--- src/design/b32d_pkg.sv ---
// Shared types, constants and status codes for the base32 code decoder.
package b32d_pkg;

  // Symbols in one complete code, and the bytes that they carry.
  localparam int unsigned CODE_SYMBOLS = 16;
  localparam int unsigned SYM_BITS     = 5;
  localparam int unsigned CODE_BYTES   = (CODE_SYMBOLS * SYM_BITS) / 8;
  localparam int unsigned SYM_CNT_W    = $clog2(CODE_SYMBOLS + 1);

  typedef enum logic [1:0] {
    ST_OK       = 2'd0,
    ST_BAD_CHAR = 2'd1,
    ST_TOO_MANY = 2'd2,
    ST_TOO_FEW  = 2'd3
  } status_e;

  typedef struct packed {
    logic [7:0] ch;
    logic       is_end;
  } in_word_t;

  typedef struct packed {
    logic       is_status;
    logic [7:0] byte_value;
    logic [3:0] byte_index;
    status_e    status;
  } out_word_t;

  typedef struct packed {
    logic                is_skip;
    logic                is_symbol;
    logic [SYM_BITS-1:0] value;
  } sym_info_t;

endpackage

--- src/design/b32d_symbol_map.sv ---
// Character classifier: folds case, applies aliases and maps to a 5-bit symbol.
module b32d_symbol_map (
  input  logic [7:0]          ch_i,
  output b32d_pkg::sym_info_t info_o
);
  import b32d_pkg::*;

  logic [7:0] up;

  always_comb begin
    up = ch_i;
    if (ch_i inside {[8'h61:8'h7A]}) begin
      up = ch_i - 8'd32;
    end
  end

  always_comb begin
    info_o.is_skip   = (ch_i == 8'h2D) || (ch_i == 8'h20);
    info_o.is_symbol = 1'b1;
    info_o.value     = '0;
    if (up inside {[8'h30:8'h39]}) begin
      info_o.value = SYM_BITS'(up - 8'h30);
    end else if (up inside {[8'h41:8'h48]}) begin       // A..H
      info_o.value = SYM_BITS'(up - 8'h41 + 8'd10);
    end else if (up inside {8'h4A, 8'h4B}) begin        // J, K
      info_o.value = SYM_BITS'(up - 8'h4A + 8'd18);
    end else if (up inside {8'h4D, 8'h4E}) begin        // M, N
      info_o.value = SYM_BITS'(up - 8'h4D + 8'd20);
    end else if (up inside {[8'h50:8'h54]}) begin       // P..T
      info_o.value = SYM_BITS'(up - 8'h50 + 8'd22);
    end else if (up inside {[8'h56:8'h5A]}) begin       // V..Z
      info_o.value = SYM_BITS'(up - 8'h56 + 8'd27);
    end else if (up == 8'h4F) begin                     // O reads as zero
      info_o.value = '0;
    end else if (up inside {8'h49, 8'h4C}) begin        // I, L read as one
      info_o.value = SYM_BITS'(1);
    end else begin
      info_o.is_symbol = 1'b0;
    end
  end

endmodule

--- src/design/base32_code_decoder.sv ---
// Top level of the base32 code decoder: input register, decode step, result register.
//
//  channel | direction | handshake                | word
//  --------+-----------+--------------------------+------------------------------
//  in      | sink      | in_valid_i / in_ready_o  | in_word_i  (ch, is_end)
//  out     | source    | out_valid_o / out_ready_i| out_word_o (is_status, byte,
//          |           |                          |             index, status)
//
// One word a cycle is taken in steady flow, while the output does not stall.
// A word is captured in the input register and decoded there; its result, if
// any, is then written into the result register.
// The decode step runs when the result register is empty or being drained, so
// a stall on the output holds both registers and, once the input register
// holds a word, lowers in_ready_o.
// Reset clears the decode state, as does every end word.
module base32_code_decoder (
  input  logic                clk_i,
  input  logic                rst_ni,
  input  logic                in_valid_i,
  output logic                in_ready_o,
  input  b32d_pkg::in_word_t  in_word_i,
  output logic                out_valid_o,
  input  logic                out_ready_i,
  output b32d_pkg::out_word_t out_word_o
);
  import b32d_pkg::*;

  // Input register
  logic     in_valid_q;
  in_word_t in_word_q;

  // Decode state
  logic [6:0]           bit_buf_q,  bit_buf_d;
  logic [2:0]           bit_cnt_q,  bit_cnt_d;
  logic [SYM_CNT_W-1:0] sym_cnt_q,  sym_cnt_d;
  logic [3:0]           byte_cnt_q, byte_cnt_d;
  logic                 failed_q,   failed_d;

  // Result register
  logic      out_valid_q, out_valid_d;
  out_word_t out_word_q,  out_word_d;

  logic      advance;
  logic      step;
  sym_info_t info;

  logic [11:0] acc;
  logic [3:0]  nbits;
  logic [2:0]  rest;

  // Advance when the result slot is free or being taken this cycle.
  assign advance    = !out_valid_q || out_ready_i;
  assign step       = in_valid_q && advance;
  assign in_ready_o = !in_valid_q || advance;

  b32d_symbol_map u_map (
    .ch_i   (in_word_q.ch),
    .info_o (info)
  );

  assign acc   = {bit_buf_q, info.value};
  assign nbits = {1'b0, bit_cnt_q} + 4'd5;
  assign rest  = 3'(nbits - 4'd8);

  always_comb begin
    bit_buf_d   = bit_buf_q;
    bit_cnt_d   = bit_cnt_q;
    sym_cnt_d   = sym_cnt_q;
    byte_cnt_d  = byte_cnt_q;
    failed_d    = failed_q;
    out_valid_d = out_valid_q && !out_ready_i;
    out_word_d  = out_word_q;

    if (step) begin
      out_valid_d = 1'b0;
      out_word_d  = '0;
      if (in_word_q.is_end) begin
        // Report the outcome unless an error was already reported; clear all.
        if (!failed_q) begin
          out_valid_d          = 1'b1;
          out_word_d.is_status = 1'b1;
          out_word_d.status    = (sym_cnt_q == SYM_CNT_W'(CODE_SYMBOLS)) ?
                                 ST_OK : ST_TOO_FEW;
        end
        bit_buf_d  = '0;
        bit_cnt_d  = '0;
        sym_cnt_d  = '0;
        byte_cnt_d = '0;
        failed_d   = 1'b0;
      end else if (failed_q || info.is_skip) begin
        // Drop the word.
      end else if (!info.is_symbol) begin
        failed_d             = 1'b1;
        out_valid_d          = 1'b1;
        out_word_d.is_status = 1'b1;
        out_word_d.status    = ST_BAD_CHAR;
      end else if (sym_cnt_q >= SYM_CNT_W'(CODE_SYMBOLS)) begin
        failed_d             = 1'b1;
        out_valid_d          = 1'b1;
        out_word_d.is_status = 1'b1;
        out_word_d.status    = ST_TOO_MANY;
      end else begin
        sym_cnt_d = sym_cnt_q + SYM_CNT_W'(1);
        if (nbits >= 4'd8) begin
          // Emit the top eight bits, keep the rest.
          out_valid_d           = 1'b1;
          out_word_d.byte_value = 8'(acc >> rest);
          out_word_d.byte_index = byte_cnt_q;
          byte_cnt_d            = byte_cnt_q + 4'd1;
          bit_buf_d             = 7'(acc & ((12'd1 << rest) - 12'd1));
          bit_cnt_d             = rest;
        end else begin
          bit_buf_d = acc[6:0];
          bit_cnt_d = nbits[2:0];
        end
      end
    end
  end

  always_ff @(posedge clk_i or negedge rst_ni) begin
    if (!rst_ni) begin
      in_valid_q  <= 1'b0;
      out_valid_q <= 1'b0;
      bit_buf_q   <= '0;
      bit_cnt_q   <= '0;
      sym_cnt_q   <= '0;
      byte_cnt_q  <= '0;
      failed_q    <= 1'b0;
    end else begin
      if (in_ready_o) begin
        in_valid_q <= in_valid_i;
      end
      out_valid_q <= out_valid_d;
      bit_buf_q   <= bit_buf_d;
      bit_cnt_q   <= bit_cnt_d;
      sym_cnt_q   <= sym_cnt_d;
      byte_cnt_q  <= byte_cnt_d;
      failed_q    <= failed_d;
    end
  end

  // Payload registers, no reset.
  always_ff @(posedge clk_i) begin
    if (in_ready_o && in_valid_i) begin
      in_word_q <= in_word_i;
    end
    out_word_q <= out_word_d;
  end

  assign out_valid_o = out_valid_q;
  assign out_word_o  = out_word_q;

endmodule

--- config.mk ---
export PLATFORM = sky130hd
export DESIGN_NAME = base32_code_decoder
export DESIGN_NICKNAME = d
export VERILOG_FILES = /design/src/design/b32d_pkg.sv /design/src/design/b32d_symbol_map.sv /design/src/design/base32_code_decoder.sv
export SDC_FILE = /design/constraint.sdc
export NUM_CORES = 1
export LEC_CHECK = 0
export ABC_AREA = 1
export BUFFER_PORTS_ARGS = -buffer_cell sky130_fd_sc_hd__buf_2
export CAP_MARGIN = 25
export CORE_ASPECT_RATIO = 0.75
export CORE_UTILIZATION = 40
export CTS_CLUSTER_SIZE = 14
export DETAILED_ROUTE_END_ITERATION = 8
export PLACE_DENSITY_LB_ADDON = 0.08
export SYNTH_ARGS = -nofsm -noshare
export SYNTH_HDL_FRONTEND = slang
export SYNTH_SLANG_ARGS = --single-unit
--- constraint.sdc ---
create_clock -name clk_i -period 2.6 [get_ports clk_i]
set_input_delay 0.65 -clock clk_i [delete_from_list [all_inputs] [get_ports clk_i]]
set_output_delay 0.65 -clock clk_i [all_outputs]
set_load 0.05 [all_outputs]
; Word level (Yosys, flattened, before mapping)
; Cells that the tools add are included.
; Widths: inputs -> output; s select.
[classes]
add_sub_neg = 17
mul = 0
div_mod_pow = 0
order_cmp = 12
eq_ne = 13
shift = 2
n_mux = 59
bitwise = 3
reduce_logical = 24
[op_table]
columns = operator, count
row1 = $eq 8x7->1 const B, 7
row2 = $mux 5, 11
row3 = $mux 12, 3
row4 = $mux 7, 5
row5 = $ge 8x7->1 const B, 4
row6 = $le 8x7->1 const B, 4
row7 = $mux 1, 23
row8 = $add 5x5->5 const B, 4
row9 = $mux 4, 5
row10 = $eq 8x6->1 const B, 2
row11 = $mux 15, 1
row12 = $mux 3, 5
row13 = $sub 5x5->5 const B, 3
row14 = $shr 12x3->8, 1
row15 = $mux 2, 5
row16 = $reduce_bool 2->1, 5
row17 = $sub 5x4->5 const B, 2
row18 = $ge 8x6->1 const B, 1
row19 = $le 8x6->1 const B, 1
row20 = $logic_and 1x1->1, 8
row21 = $mux 8, 1
row22 = $sub 8x6->8 const B, 1
row23 = $and 7x7->7, 1
row24 = $shl 1x3->7 const A, 1
row25 = 19 further kinds, 26
[totals]
ff_bits = 46
latch_bits = 0
ramBits = 0
romBits = 0
input_bits = 13
out_inout_bits = 17
word_cells = 143
n_memories = 0

; Longest topological paths before layout
[logic_depth]
depth_word = 19
depth_mapped = 26

; Hierarchy
; From an unflattened synthesis, not the netlist that was laid out.
[hier_totals]
cells_unflattened = 467
hier_area_um2 = 3570.9
[modules_own_cells]
columns = mod, n_inst, cells_each, area_per_inst_um2
row1 = base32_code_decoder, 1, 283, 2549.9
row2 = b32d_symbol_map, 1, 184, 1021.0

; Worst setup path before layout
; Ideal clock, no wire load.
[synth_timing]
path_type = reg-to-reg
start = register in_word_q[2] (netlist name)
end = register out_word_q, in the netlist out_word_o[7] (data pin)
setup_time_ns = 0.249
t_arrival_ns = 2.491
required_time_ns = 2.351
path_slack_ns = -0.140
path_stages_with_launch = 26
path_buffers = 0
period_less_slack_ns = 2.740
path_cell_list = edfxtp_1 inv_1 ha_1 inv_1 nor2_1 nand3_1 nand2_2 clkinv_4 nand3_2 nand2_4 nor2_8 nand2_4 inv_2 nand2_2 nand2_1 inv_1 nand3_1 nand2_1 nand2_1 nand3_1 nand2_1 nand2_1 nand3_1 nand3_1 nand2_1 inv_1
[synth_via]
elab_chain_len = 15
word_cells_on_any_way = 61
cone_classes = add/sub (12) / order compare (10) / eq/ne (9) / shift (1) / mux (17) / bitwise (1) / reduce/logical (11)
[synth_lines]
columns = item, line
row1 = from (decl), base32_code_decoder.sv:30  ; in_word_t in_word_q;
row2 = from (signal assigned), base32_code_decoder.sv:145  ; in_word_q <= in_word_i;
row3 = branches (longest 15 deep; another with $ge 8x7->1), --
row4 = to (signal assigned), base32_code_decoder.sv:147  ; out_word_q <= out_word_d;
row5 = to (decl), base32_code_decoder.sv:41  ; out_word_t out_word_q, out_word_d;
; Parallel ways; which one is timed is not known.
; A chain may end at the register's enable or synchronous reset.

; Final worst setup path
[layout_timing]
start = register in_word_q[1] (netlist name)
end = register sym_cnt_q[0]
[layout_via]
elab_chain_len = 15
word_cells_on_any_way = 42
cone_classes = add/sub (1) / order compare (10) / eq/ne (10) / mux (9) / reduce/logical (12)
[layout_lines]
columns = item, line
row1 = $ge 8x7->1 / $le 8x7->1 (equally long branches), b32d_symbol_map.sv:12  ; if (ch_i inside {[8'h61:8'h7A]}) begin
row2 = $logic_and 1x1->1, b32d_symbol_map.sv:12
row3 = $mux 8, b32d_symbol_map.sv:12
row4 = $eq 8x7->1, b32d_symbol_map.sv:35  ; end else if (up inside {8'h49, 8'h4C}) begin
row5 = $reduce_bool 2->1, b32d_symbol_map.sv:35
row6 = $mux 1, b32d_symbol_map.sv:35
row7 = $mux 1, b32d_symbol_map.sv:33  ; end else if (up == 8'h4F) begin
row8 = $mux 1, b32d_symbol_map.sv:31  ; end else if (up inside {[8'h56:8'h5A]}) begin
row9 = $mux 1, b32d_symbol_map.sv:29  ; end else if (up inside {[8'h50:8'h54]}) begin
row10 = $mux 1, b32d_symbol_map.sv:27  ; end else if (up inside {8'h4D, 8'h4E}) begin
row11 = $mux 1, b32d_symbol_map.sv:25  ; end else if (up inside {8'h4A, 8'h4B}) begin
row12 = $mux 1, b32d_symbol_map.sv:23  ; end else if (up inside {[8'h41:8'h48]}) begin
row13 = $mux 1, b32d_symbol_map.sv:21  ; if (up inside {[8'h30:8'h39]}) begin
row14 = $reduce_bool 2->1 (no line), --
row15 = $reduce_and 4->1 (no line) (*), --
row16 = to (signal assigned), base32_code_decoder.sv:136  ; sym_cnt_q <= sym_cnt_d;
row17 = to (decl), base32_code_decoder.sv:35  ; logic [SYM_CNT_W-1:0] sym_cnt_q, sym_cnt_d;
; Mark *: on every way between the ends. The rest lies on a longest branch, timed or not.

==> results.rst <==
.. list-table::
   :header-rows: 1

   * - Metric
     - Value
   * - Pre-CTS setup slack
     - -220 ps
   * - Die area
     - 9360 sq um
   * - Fin area
     - 4680 sq um
   * - Crit path kind
     - reg2reg
   * - Count of flip-flops with a built-in enable after synthesis
     - 24
   * - Global-route wire length before repair
     - 15100 um
   * - Area share of the leading cell type in the synthesized netlist
     - 0.201
   * - Net count of the mapped netlist
     - 512
   * - Instance count after placement with tap cells included
     - 649
   * - Biggest area consumer among synthesized cells
     - sky130_fd_sc_hd__edfxtp_1
   * - Overflow left after global routing
     - 0
   * - Synthesis-to-finish area growth
     - 30.3%
   * - Synthesis warning total
     - 0
   * - Pre-Repair DR Iteration Count
     - 6
   * - Worst path setup slack after routing
     - -169 ps
   * - Number of DRC violations after detailed routing
     - 2
   * - Clock root cell
     - sky130_fd_sc_hd__clkbuf_16
   * - Final layout net count
     - 596
   * - Sequential element share of the synthesized area
     - 0.354
   * - Class of the tightest hold or removal check
     - in2async
   * - I/O pin total
     - 30
   * - Least-Margin Pin Slew
     - 685 ps
   * - Max Buffers Root-to-Sink
     - 2
   * - Worst-case headroom to the max-slew limit
     - 0.543
   * - Clock tree from TritonCTS
     - yes
   * - Std-Cell Rows
     - 29
   * - Outcome
     - finished, violations left
   * - Worst setup EP type
     - flip-flop
   * - Count of buffers from port buffering
     - 29
   * - Clk_skew
     - 7.18 ps
   * - Syn Area/Cell
     - 7.53 sq um
   * - Drt first-iter violations
     - 197
   * - Post-layout instance count excluding filler cells
     - 670
   * - Number of global-route vias before repair
     - 3073
   * - Insertion delay of the later-clocked pin in the worst-skew pair
     - 290 ps
   * - DRT Wirelength
     - 8880 um
   * - Cell chain of the critical path
     - inv_2 -> ha_4 -> inv_2 -> nor2_1 -> nand3_1 -> nand2_2 -> clkinv_4 -> nand3_4 -> nand2_4 -> nor2_8 -> nand2_4 -> buf_4 -> o2111ai_4 -> nor2_4 -> nand2_4 -> nand3_4 -> nor2_4 -> inv_4 -> a21oi_2
   * - Placed instance area
     - 4190 sq um
   * - Effective utilization at floorplan
     - 0.418
   * - Total leakage power
     - 2.26 nW
   * - Worst EP arrival
     - 2990 ps
   * - Worst path most repeated cell
     - sky130_fd_sc_hd__nand2_4
   * - Routed length per placed instance
     - 13.3 um
   * - Number of instances in the synthesized netlist
     - 477
   * - Die Ht
     - 84.1 um
   * - Number of storage elements in the synthesis netlist
     - 46
   * - Async set or reset register ratio after synthesis
     - 0.478
   * - Critical path peak fanout
     - 8
   * - H-tree lvl count
     - 2
   * - Clock transition at path regs
     - 70 ps
   * - Length of routed wiring on met1
     - 4720 um
   * - Die outline width
     - 111 um
   * - Number of nets with antenna violations after detailed routing
     - 0
   * - Required time of the critical path
     - 2820 ps
   * - Ys flop type
     - sky130_fd_sc_hd__edfxtp_1
   * - Proportion of layout cells with a drive suffix above 1
     - 0.333
   * - Pwr per Cell Area
     - 875 nW/um^2
   * - Largest net degree at the start of global routing
     - 23
   * - Ranking of synthesized cells by area
     - sky130_fd_sc_hd__edfxtp_1, sky130_fd_sc_hd__dfrtp_1, sky130_fd_sc_hd__nand2_1
   * - Via-per-instance ratio
     - 4.87
   * - Portion of the clock cycle consumed by the worst path in the final layout
     - 1.06
   * - Core ar.
     - 8600 sq um
   * - Max stage delay on crit path
     - 430 ps
   * - Setup repair after global routing missed its margin
     - yes
   * - Number of vias in the routed layout
     - 3261
   * - Highest routed layer
     - met4
   * - Number of antenna violations at the first check in global routing
     - 0
   * - Count of distinct cell types in the synthesized netlist
     - 42
   * - TritonCTS Sinks
     - 46
   * - Total met3 wirelength after detailed routing
     - 405 um
   * - CP Buf/Inv Count
     - 5
   * - Achievable Freq
     - 0.361 GHz
   * - Final critical path time including I/O delays and setup
     - 2770 ps
   * - Count of endpoints failing setup in the final report
     - 33
   * - CP top delay family
     - simple AND/OR/NAND/NOR gates
   * - IR drop worst, VDD
     - 433 uV
   * - Total GRT Usage
     - 0.205
   * - CTS Buf Count
     - 5
   * - Cell Area, Synth
     - 3590 sq um
   * - Startpoint Class
     - flip-flop
   * - Critical path's slowest cell
     - sky130_fd_sc_hd__edfxtp_1
   * - Number of diodes added for antenna fixing
     - 0
   * - Worst hold margin
     - 324 ps
   * - Placer congestion estimate
     - 0.935
   * - Final hold viol count
     - 0
   * - Max cap viols
     - 0
   * - Final HPWL from detailed placement
     - 6750 um
   * - Violations in the final reports
     - DRC, setup timing
   * - Max Slew Vio Count
     - 0
   * - Detail Route met2 WL
     - 3650 um
## path summary, 6_finish.rpt
| kind | from | endpoint | slack, ps | depth (start not counted) |
|---|---|---|---|---|
| min in group clk_i | bit_buf_q[2] | bit_buf_q[2] | 530 | 2 |
| worst max register to register | in_word_q[1] | sym_cnt_q[0] | -170 | 19 |
| max in group asynchronous | rst_ni | failed_q | 1920 | 1 |
| worst max-delay path | in_word_q[1] | sym_cnt_q[0] | -170 | 19 |
| worst min register to register | bit_buf_q[2] | bit_buf_q[2] | 530 | 2 |
| worst min-delay path | rst_ni | bit_buf_q[6] | 320 | 1 |
## where the power goes
part           leakage (nW)  switching (mW)  internal (mW)
Sequential            0.525           0.139           1.01
Combinational          1.66            1.51          0.802
Clock                0.0708           0.277          0.357
Total                  2.26            1.93           2.17
## layout by cell type, fill, tap and decap left out, types with 9 or more instances in the layout
cell	count
sky130_fd_sc_hd__o21ai_0	20
sky130_fd_sc_hd__ha_1	20
sky130_fd_sc_hd__nand3_1	35
sky130_fd_sc_hd__nand2_2	20
sky130_fd_sc_hd__o21ai_1	10
sky130_fd_sc_hd__a21oi_1	15
sky130_fd_sc_hd__buf_2	29
sky130_fd_sc_hd__edfxtp_1	24
sky130_fd_sc_hd__nand2_1	104
sky130_fd_sc_hd__xor2_1	9
sky130_fd_sc_hd__dfrtp_1	22
sky130_fd_sc_hd__inv_2	12
sky130_fd_sc_hd__inv_1	59
sky130_fd_sc_hd__nand3_2	10
sky130_fd_sc_hd__nand2_4	9
sky130_fd_sc_hd__nor2_1	36
sky130_fd_sc_hd__buf_4	53
## metal layers
layer	vias up	track usage
li1	1718	-
met1	1470	0.306
met2	63	0.302
met3	10	0.0385
met4	0	0.0541
met5	-	0
## Yosys cell counts (all sizes together) (2+ instances only)
cell type	instances
nand3	50
a21oi	22
buf	4
a211oi	3
clkbuf	4
xor2	9
o22ai	6
edfxtp	24
nand4	2
clkinv	3
nand2	134
inv	76
nor3	6
o21ai	36
ha	22
nor2	44
dfrtp	22
## cell families (layout without fill, tap and decap cells)
logic type,Yosys count,after routing,synth area share
AO/OA/AOI/OAI,72,72,0.122
adder cells (fa/ha/maj),22,22,0.0767
XOR/XNOR,10,10,0.0244
multiplexers,1,1,0.00279
AND/OR/NAND/NOR,239,239,0.322
flip-flops,46,46,0.354
buffers and inverters,87,172,0.0983
## sequential cells by signal, summed over array words and instances (netlist names)
name,count
in_word_q,9
out_word_o,15
bit_buf_q,7
bit_cnt_q,3
failed_q,1
out_valid_o,1
byte_cnt_q,4
sym_cnt_q,5
in_valid_q,1
## final cells by class
| cell class | instances | area [sq um] |
|---|---|---|
| Inverter | 79 | 317 |
| Sequential cell | 46 | 1270 |
| Clock inverter | 2 | 13.8 |
| Clock buffer | 6 | 129 |
| Tap cell | 108 | 135 |
| Multi-Input combinational cell | 344 | 2230 |
| Timing Repair Buffer | 85 | 586 |
| Fill cell | 820 | 3920 |
## metrics by stage
step | total power, mW | setup TNS [ps] | util
2_1_floorplan | 2.64 | -145 | -
3_3_place_gp | 3.24 | -4780 | 0.487
3_5_place_dp | 3.24 | -5100 | 0.487
4_1_cts | 4.03 | -2600 | 0.533
5_1_grt | 4.42 | -11370 | 0.544
6_report | 4.10 | -3400 | 0.544
## timing repair
action / CTS / global route
endpoints found under the setup margin: 34 / 36
endpoints found under the hold margin: 0 / 0
buffers inserted: 9 / 4
hold buffers: 0 / 0
pin swaps: 19 / 7
gates resized for setup: 45 / 17
Note: power is estimated with default switching activity, not from simulation.
